[src/sv/sus_pkg.sv]
`default_nettype none

package sus_pkg;

  localparam int ID_W  = 16;
  localparam int CNT_W = 6;

  localparam logic KIND_STATUS = 1'b0;
  localparam logic KIND_ENTRY  = 1'b1;

  typedef enum logic [1:0] {
    STATUS_INSERTED  = 2'd0,
    STATUS_DUPLICATE = 2'd1,
    STATUS_DROPPED   = 2'd2
  } sus_status_t;

  typedef enum logic {
    ST_IDLE,
    ST_READOUT
  } sus_state_t;

  typedef struct packed {
    logic [ID_W-1:0] group_id;
    logic            first;
    logic            last;
  } sus_in_t;

  typedef struct packed {
    logic             kind;
    sus_status_t      status;
    logic [ID_W-1:0]  value;
    logic [CNT_W-1:0] entry_count;
    logic             last_out;
  } sus_out_t;

  // Command broadcast to every cell of the chain.
  typedef struct packed {
    logic            ins;
    logic            rot;
    logic [ID_W-1:0] id;
  } sus_ctl_t;

endpackage

`default_nettype wire

[src/sv/sorted_unique_id_set_merge.sv]
// Sorted unique ID set. Each offered group ID is compared against every held
// entry at once by a chain of TABLE_DEPTH cells, and an insertion shifts the
// larger entries up one cell in the same cycle. After an item with last low
// the next may be accepted as soon as its status word can enter the output
// register. With last high and a non-empty set the block then reads the table
// out through the head cell, rotating the chain one place per word, and takes
// no new item until the last entry word has entered the output register; the
// rotation leaves the table in its original order. first empties the set
// before the item. capacity_limit above TABLE_DEPTH acts as TABLE_DEPTH, and a
// limit of zero drops every new ID.
`default_nettype none

module sorted_unique_id_set_merge #(
  parameter int TABLE_DEPTH = 32
) (
  input  wire logic                       clk,
  input  wire logic                       rst,
  input  wire logic                       in_valid,
  output logic                            in_ready,
  input  wire sus_pkg::sus_in_t           in_data,
  output logic                            out_valid,
  input  wire logic                       out_ready,
  output sus_pkg::sus_out_t               out_data,
  input  wire logic                       cfg_we,
  input  wire logic [sus_pkg::CNT_W-1:0]  cfg_wdata
);

  localparam logic [sus_pkg::CNT_W-1:0] DEPTH_C = sus_pkg::CNT_W'(TABLE_DEPTH);

  logic [sus_pkg::CNT_W-1:0] capacity_limit;
  logic [sus_pkg::CNT_W-1:0] count;
  logic [sus_pkg::CNT_W-1:0] count_next;
  logic [sus_pkg::CNT_W-1:0] rem;
  logic [sus_pkg::CNT_W-1:0] eff_count;
  logic [sus_pkg::CNT_W-1:0] cap;
  sus_pkg::sus_state_t       state;
  sus_pkg::sus_state_t       state_next;
  sus_pkg::sus_ctl_t         ctl;
  sus_pkg::sus_status_t      status;

  logic [sus_pkg::ID_W-1:0] cell_data [TABLE_DEPTH];
  logic [TABLE_DEPTH-1:0]   occ;
  logic [TABLE_DEPTH-1:0]   tail;
  logic [TABLE_DEPTH-1:0]   le;
  logic [TABLE_DEPTH-1:0]   eq;

  logic out_free;
  logic accept;
  logic dup;
  logic full;
  logic load_entry;

  assign out_free  = !out_valid || out_ready;
  assign accept    = in_valid && in_ready;
  assign eff_count = in_data.first ? '0 : count;
  assign cap       = (capacity_limit > DEPTH_C) ? DEPTH_C : capacity_limit;
  assign dup       = |eq;
  assign full      = eff_count >= cap;

  always_comb begin
    if (dup) begin
      status = sus_pkg::STATUS_DUPLICATE;
    end else if (full) begin
      status = sus_pkg::STATUS_DROPPED;
    end else begin
      status = sus_pkg::STATUS_INSERTED;
    end
  end

  assign count_next = (status == sus_pkg::STATUS_INSERTED) ? eff_count + 1'b1 : eff_count;

  for (genvar i = 0; i < TABLE_DEPTH; i++) begin : g_cell
    assign occ[i]  = sus_pkg::CNT_W'(i) < eff_count;
    assign tail[i] = (count != '0) && (sus_pkg::CNT_W'(i) == count - 1'b1);

    sus_cell u_cell (
      .clk        (clk),
      .ctl        (ctl),
      .occ        (occ[i]),
      .tail       (tail[i]),
      .left_le    ((i == 0) ? 1'b1 : le[(i == 0) ? 0 : i-1]),
      .left_data  (cell_data[(i == 0) ? 0 : i-1]),
      .right_data (cell_data[(i == TABLE_DEPTH-1) ? 0 : i+1]),
      .head_data  (cell_data[0]),
      .data       (cell_data[i]),
      .le         (le[i]),
      .eq         (eq[i])
    );
  end

  // Next state.
  always_comb begin
    state_next = state;
    unique case (state)
      sus_pkg::ST_IDLE: begin
        if (accept && in_data.last && (count_next != '0)) begin
          state_next = sus_pkg::ST_READOUT;
        end
      end
      sus_pkg::ST_READOUT: begin
        if (out_free && (rem == sus_pkg::CNT_W'(1))) begin
          state_next = sus_pkg::ST_IDLE;
        end
      end
      default: state_next = sus_pkg::ST_IDLE;
    endcase
  end

  // Outputs of the controller.
  always_comb begin
    in_ready   = 1'b0;
    load_entry = 1'b0;
    unique case (state)
      sus_pkg::ST_IDLE:    in_ready   = out_free && !rst;
      sus_pkg::ST_READOUT: load_entry = out_free;
      default: ;
    endcase
  end

  always_comb begin
    ctl.id  = in_data.group_id;
    ctl.ins = accept && (status == sus_pkg::STATUS_INSERTED);
    ctl.rot = load_entry;
  end

  always_ff @(posedge clk) begin
    if (rst) begin
      state          <= sus_pkg::ST_IDLE;
      count          <= '0;
      rem            <= '0;
      out_valid      <= 1'b0;
      capacity_limit <= 6'd32;
    end else begin
      state <= state_next;
      if (cfg_we) begin
        capacity_limit <= cfg_wdata;
      end
      if (accept) begin
        count <= count_next;
        rem   <= count_next;
      end else if (load_entry) begin
        rem <= rem - 1'b1;
      end
      if (accept || load_entry) begin
        out_valid <= 1'b1;
      end else if (out_ready) begin
        out_valid <= 1'b0;
      end
    end
  end

  always_ff @(posedge clk) begin
    if (accept) begin
      out_data.kind        <= sus_pkg::KIND_STATUS;
      out_data.status      <= status;
      out_data.value       <= in_data.group_id;
      out_data.entry_count <= count_next;
      out_data.last_out    <= !in_data.last || (count_next == '0);
    end else if (load_entry) begin
      out_data.kind        <= sus_pkg::KIND_ENTRY;
      out_data.status      <= sus_pkg::STATUS_INSERTED;
      out_data.value       <= cell_data[0];
      out_data.entry_count <= count;
      out_data.last_out    <= (rem == sus_pkg::CNT_W'(1));
    end
  end

`ifndef SYNTH
  a_count_bound: assert property (@(posedge clk) disable iff (rst)
    count <= DEPTH_C)
    else $error("held count exceeds table depth");

  a_insert_grows: assert property (@(posedge clk) disable iff (rst)
    accept && !in_data.first && (status == sus_pkg::STATUS_INSERTED)
    |=> count == $past(count) + 1'b1)
    else $error("insert did not grow the set by one");

  a_readout_rem: assert property (@(posedge clk) disable iff (rst)
    state == sus_pkg::ST_READOUT |-> (rem != '0) && (rem <= count))
    else $error("readout word counter out of range");

  a_no_accept_in_readout: assert property (@(posedge clk) disable iff (rst)
    state == sus_pkg::ST_READOUT |-> !in_ready)
    else $error("input accepted during readout");
`endif

endmodule

`default_nettype wire

[src/sv/sus_cell.sv]
`default_nettype none

module sus_cell (
  input  wire logic                      clk,
  input  wire sus_pkg::sus_ctl_t         ctl,
  input  wire logic                      occ,
  input  wire logic                      tail,
  input  wire logic                      left_le,
  input  wire logic [sus_pkg::ID_W-1:0]  left_data,
  input  wire logic [sus_pkg::ID_W-1:0]  right_data,
  input  wire logic [sus_pkg::ID_W-1:0]  head_data,
  output logic      [sus_pkg::ID_W-1:0]  data,
  output logic                           le,
  output logic                           eq
);

  logic [sus_pkg::ID_W-1:0] data_next;

  assign le = occ && (data < ctl.id);
  assign eq = occ && (data == ctl.id);

  // On insert, entries below the new ID stay, the first cell past them takes
  // the ID, and the rest move up by one. On readout the held entries rotate
  // down, the head wrapping around to the tail.
  always_comb begin
    data_next = data;
    if (ctl.ins) begin
      if (le) begin
        data_next = data;
      end else if (left_le) begin
        data_next = ctl.id;
      end else begin
        data_next = left_data;
      end
    end else if (ctl.rot) begin
      data_next = tail ? head_data : right_data;
    end
  end

  always_ff @(posedge clk) begin
    data <= data_next;
  end

endmodule

`default_nettype wire

[config.mk]
export PLATFORM = sky130hd
export DESIGN_NAME = sorted_unique_id_set_merge
export DESIGN_NICKNAME = d
export VERILOG_FILES = /design/src/sv/sus_pkg.sv /design/src/sv/sorted_unique_id_set_merge.sv /design/src/sv/sus_cell.sv
export SDC_FILE = /design/constraint.sdc
export NUM_CORES = 2
export LEC_CHECK = 0
export ABC_AREA = 0
export BUFFER_PORTS_ARGS = -buffer_cell sky130_fd_sc_hd__clkbuf_2
export CAP_MARGIN = 20
export CORE_ASPECT_RATIO = 1.75
export CORE_MARGIN = 4
export CORE_UTILIZATION = 45
export DETAILED_ROUTE_END_ITERATION = 12
export PLACE_DENSITY = 0.68
export SYNTH_ARGS = -nofsm -noshare
export SYNTH_HDL_FRONTEND = slang
export SYNTH_HIERARCHICAL = 1
export SYNTH_SLANG_ARGS = --single-unit
[constraint.sdc]
create_clock -name clk -period 6.85 [get_ports clk]
set_clock_uncertainty 0.05 [all_clocks]
set_input_delay 0.3425 -clock clk [delete_from_list [all_inputs] [get_ports clk]]
set_output_delay 0.3425 -clock clk [all_outputs]
set_load 0.03 [all_outputs]
# Yosys cells after proc, flatten, opt, wreduce, memory -nomap -nowiden
# Cells that the tools add are included.
dict set report totals {
  reg_bits 558
  out_inout_bits 28
  elab_cells 530
}
dict set report classes {
  addsub 3
  n_lt_le_gt_ge 66
  n_eq_ne 96
  n_mux 174
  n_bitwise 1
  reduce_logical 148
}
# operator n
set op_table {}
lappend op_table {{$mux W16} 158}
lappend op_table {{$eq A16 B16 Y1} 32}
lappend op_table {{$lt A16 B16 Y1} 32}
lappend op_table {{$logic_and A1 B1 Y1} 101}
lappend op_table {{$lt A5 B6 Y1 const A} 16}
lappend op_table {{$eq A5 B6 Y1 const A} 15}
lappend op_table {{$ne A2 B2 Y1 const B} 33}
lappend op_table {{$reduce_and A2 Y1} 31}
lappend op_table {{$mux W25} 2}
lappend op_table {{$eq A4 B6 Y1 const A} 8}
lappend op_table {{$lt A4 B6 Y1 const A} 8}
lappend op_table {{$reduce_or A32 Y1} 1}
lappend op_table {{$mux W6} 5}
lappend op_table {{$eq A3 B6 Y1 const A} 4}
lappend op_table {{$lt A3 B6 Y1 const A} 4}
lappend op_table {{$eq A2 B6 Y1 const A} 2}
lappend op_table {{$logic_not A6 Y1} 2}
lappend op_table {{$lt A1 B6 Y1 const A} 2}
lappend op_table {{$lt A2 B6 Y1 const A} 2}
lappend op_table {{$reduce_bool A6 Y1} 2}
lappend op_table {{$sub A6 B1 Y6 const B} 2}
lappend op_table {{$add A6 B1 Y6 const B} 1}
lappend op_table {{$eq A1 B6 Y1 const A} 1}
lappend op_table {{$eq A6 B1 Y1 const B} 1}
lappend op_table {{11 further kinds} 23}

# Longest topological paths before layout
dict set report logic_depth {
  word_depth 11
  mapped_depth 17
  ltp_nobuf 14
}

# Modules after synthesis
# The synthesis kept the hierarchy.
# module instances cells_per_inst area_per_inst_um2
set by_module_without_submodules {}
lappend by_module_without_submodules {sus_cell 32 153 1418.9}
lappend by_module_without_submodules {sorted_unique_id_set_merge 1 381 3051.7}

# Worst setup path before layout
# No wires, ideal clock.
dict set report synth_path {
  path_type {reg2reg}
  from {register count[1] (netlist bit)}
  to {register g_cell[0].u_cell/data[0] (netlist bit) (enable)}
  t_arrival_ps 5707
  path_slack_ps 694
  path_stages_with_launch 18
  path_buffers 4
  period_less_slack_ps 6156
  cell_sequence {dfxtp_1 clkbuf_1 nand2b_1 clkdlybuf4s15_1 inv_1 ha_1 a21o_1 a21oi_1 nor2_1 nand3_1 nor3_1 nor4_4 nand4_1 nor4_1 clkbuf_1 clkbuf_1 nor2_1 a31oi_1}
}
# item line
set synth_rtl {}
lappend synth_rtl {{start, declared} sorted_unique_id_set_merge.sv:31} ;# logic [sus_pkg::CNT_W-1:0] count;
lappend synth_rtl {{start signal, assigned} sorted_unique_id_set_merge.sv:139} ;# count <= count_next;
lappend synth_rtl {{end signal, assigned} sus_cell.sv:41} ;# data <= data_next;
lappend synth_rtl {{end, declared} sus_cell.sv:12} ;# output logic [sus_pkg::ID_W-1:0] data,

==> results.md <==
- Number of nets with antenna violations after detailed routing: 0
- Synth Warn #: 6
- Worst-skew pair later-pin latency: 670 ps
- Overall global routing resource usage: 27.19%
- Type of element capturing the critical path: flip-flop
- Half-perimeter wire length of the detailed placement result: about 120 mm
- Post-CTS sizing: 0
- Post-synth design cell area: around 48000 um^2
- DRC violation total after the first TritonRoute iteration: approximately 2900
- Initial core utilization: 45.26%
- Clock transition at path regs: 70 ps
- Worst supply voltage drop on vdd: roughly 0.21 mV
- Length of the first detailed-routing pass in iterations: 6
- Number of nets at the end of the flow: a little under 6000
- Startpoint type of the worst setup path: flip-flop
- Setup repair after global routing missed its margin: no
- Crit path DAT: roughly 6000 ps
- Pre-CTS setup slack: approximately 1400 ps
- Wire length of the first global-routing pass: roughly 240 mm
- Final estimated routing congestion in global placement: around 0.95
- CTS max path bufs: 3
- Remaining global-route overflow: 0
- Syn Inst Count: around 5300
- Quantity of hold-fixing buffers added after cts: 9
- Total clock buffers created by CTS: 58
- Total setup buffers inserted after CTS: 0
- Overall die area: 113200 um^2
- Vias post-DR: between 40000 and 50000
- Post-route clock period utilization: about four fifths
- WP data required: 7170 ps
- Average wire per cell in the routed design: 23.92 um
- Count of unresolved DRC violations after routing: 0
- Via-to-Cell Ratio: ~6
- Worst min-delay path class: in -> reg
- Count of buffers inserted at the top-level ports: between 50 and 60
- Slew Limit Headroom: about a third
- Setup slack after layout: roughly 1300 ps
- Final period demand of the worst path: roughly 5500 ps
- Pin count of the biggest net entering global routing: about 150
- Transition time at the pin with the least slew margin: between 1000 and 1500 ps
- Number of antenna violations at the first check in global routing: 4
- Final count of negative-setup-slack endpoints: 0
- Via count of the first global-routing pass: 41430
- FP Rows: around 160
- Die Width: between 200 and 300 um
- Chip Height: ~440 um
- Avg Inst Size Synth: 9.183 um^2
- Achievable frequency: ~180 MHz
- Num ports: 57
- Worst Setup Path Type: reg -> reg
- Area of all placed cells without fillers: around 53000 um^2
- Number of violations of the max-capacitance limit: 0
- Final WL: roughly 160 mm
- TritonCTS clock tree: yes
- P_leak: ~21 nW
- Root Buffer Master: clkbuf_16
- Total placed instance area: a little over 50000 um^2
- Synthesized netlist net count: between 5000 and 6000
- Area inside the core boundary: approximately 110000 um^2
- Final Hold Fails: 0
- Worst R2R Setup Slack: about 1300 ps
- Setup TNS: 0 ps
- Layout cell share with drive strength beyond 1: 9.202%
- Run status: finished, final reports clean
- Depth of the CTS H-tree: 2
- Clk sink count: about 560
- Power per Cell Area: about 210 nW/um^2
- Pins Over Slew Limit: 0
- Maximum fanout count along the critical path: 48
- Area growth from synthesis to layout: 10.07%
[final cells by class]
cell class / count / area, um^2
antenna: 1 / 2.502
clock buffer: 75 / 1599
clock inverter: 34 / 439.2
fill: 9911 / 53710
inverter: 557 / 2091
multi-input combinational: 3848 / 28830
sequential: 558 / 16550
tap: 1368 / 1712
timing repair buffer: 264 / 2105
[final timing paths]
kind	startpoint	cells past startpoint	to
max	count[3]$_SDFFE_PP0P_	14	g_cell[15].u_cell/data[11]$_DFFE_PP_
min	cfg_we	3	capacity_limit[0]$_SDFFE_PP0P_
max reg2reg	count[3]$_SDFFE_PP0P_	14	g_cell[15].u_cell/data[11]$_DFFE_PP_
min reg2reg	capacity_limit[0]$_SDFFE_PP0P_	2	capacity_limit[0]$_SDFFE_PP0P_
[state kept, by name, indices dropped and copies added, names as in the netlist]
signal and count:
state 1, out_data 26, out_valid 1, rem 6, capacity_limit 6, count 6, g_cell.u_cell/data 512
[layer usage]
metal	up-vias	GRT usage [%]	wire length [um]
met1	19780	27.36	55480
met5	-	0	42
met4	6	21.39	15200
li1	19370	-	-
met2	1467	50.14	82080
met3	687	3.618	7539
[cell usage in the layout (no fill, tap or decap), types with 10 or more instances in the layout]
cell       count
a211oi_1     522
a21o_1        34
a21oi_1      752
a22oi_1       32
a31oi_1       33
buf_12        12
buf_4        183
buf_8         10
bufinv_16     10
clkbuf_1      12
clkbuf_16     61
clkbuf_2      42
dfxtp_1       21
edfxtp_1     537
ha_1         523
inv_1        556
mux2i_1      517
nand2_1      269
nand2b_1      41
nand3_1       39
nand4_1       39
nand4_2       32
nor2_1       104
nor2_2        29
nor2b_1      550
nor3_1        44
nor3b_1       32
nor4b_2       32
o21ai_0      111
o21bai_1      32
or4_4         32
[worst max-delay path, stage by stage, from the launching register on]
cell and delay, ps:
dfxtp_1 550, nand2b_1 360, inv_1 190, nor2_1 370, o21ai_0 370, nand3_1 190, nor3_1 60, nor4_2 520
nand4_1 430, nor4_2 450, buf_12 310, buf_4 330, nor2_1 80, a31oi_1 570, buf_4 330
[per-stage QoR]
step	std cells	hold slack, ps	utilization (%)	total power, mW
global placement	6576	433.4	47.69	7.674
floorplan	5275	402.0	-	6.650
global route	6705	56.19	49.82	11.81
CTS	6696	6.436	49.70	11.30
finish	6705	39.03	49.82	11.28
detailed placement	6578	448.8	47.72	7.771
[where the power goes]
part | switching, mW | total (mW) | internal [mW]
Combinational | 1.97 | 3.16 | 1.18
Sequential | 0.339 | 4.61 | 4.27
Clock | 1.49 | 3.52 | 2.02
Total | 3.81 | 11.3 | 7.48
Note: power is estimated with default switching activity, not from simulation.
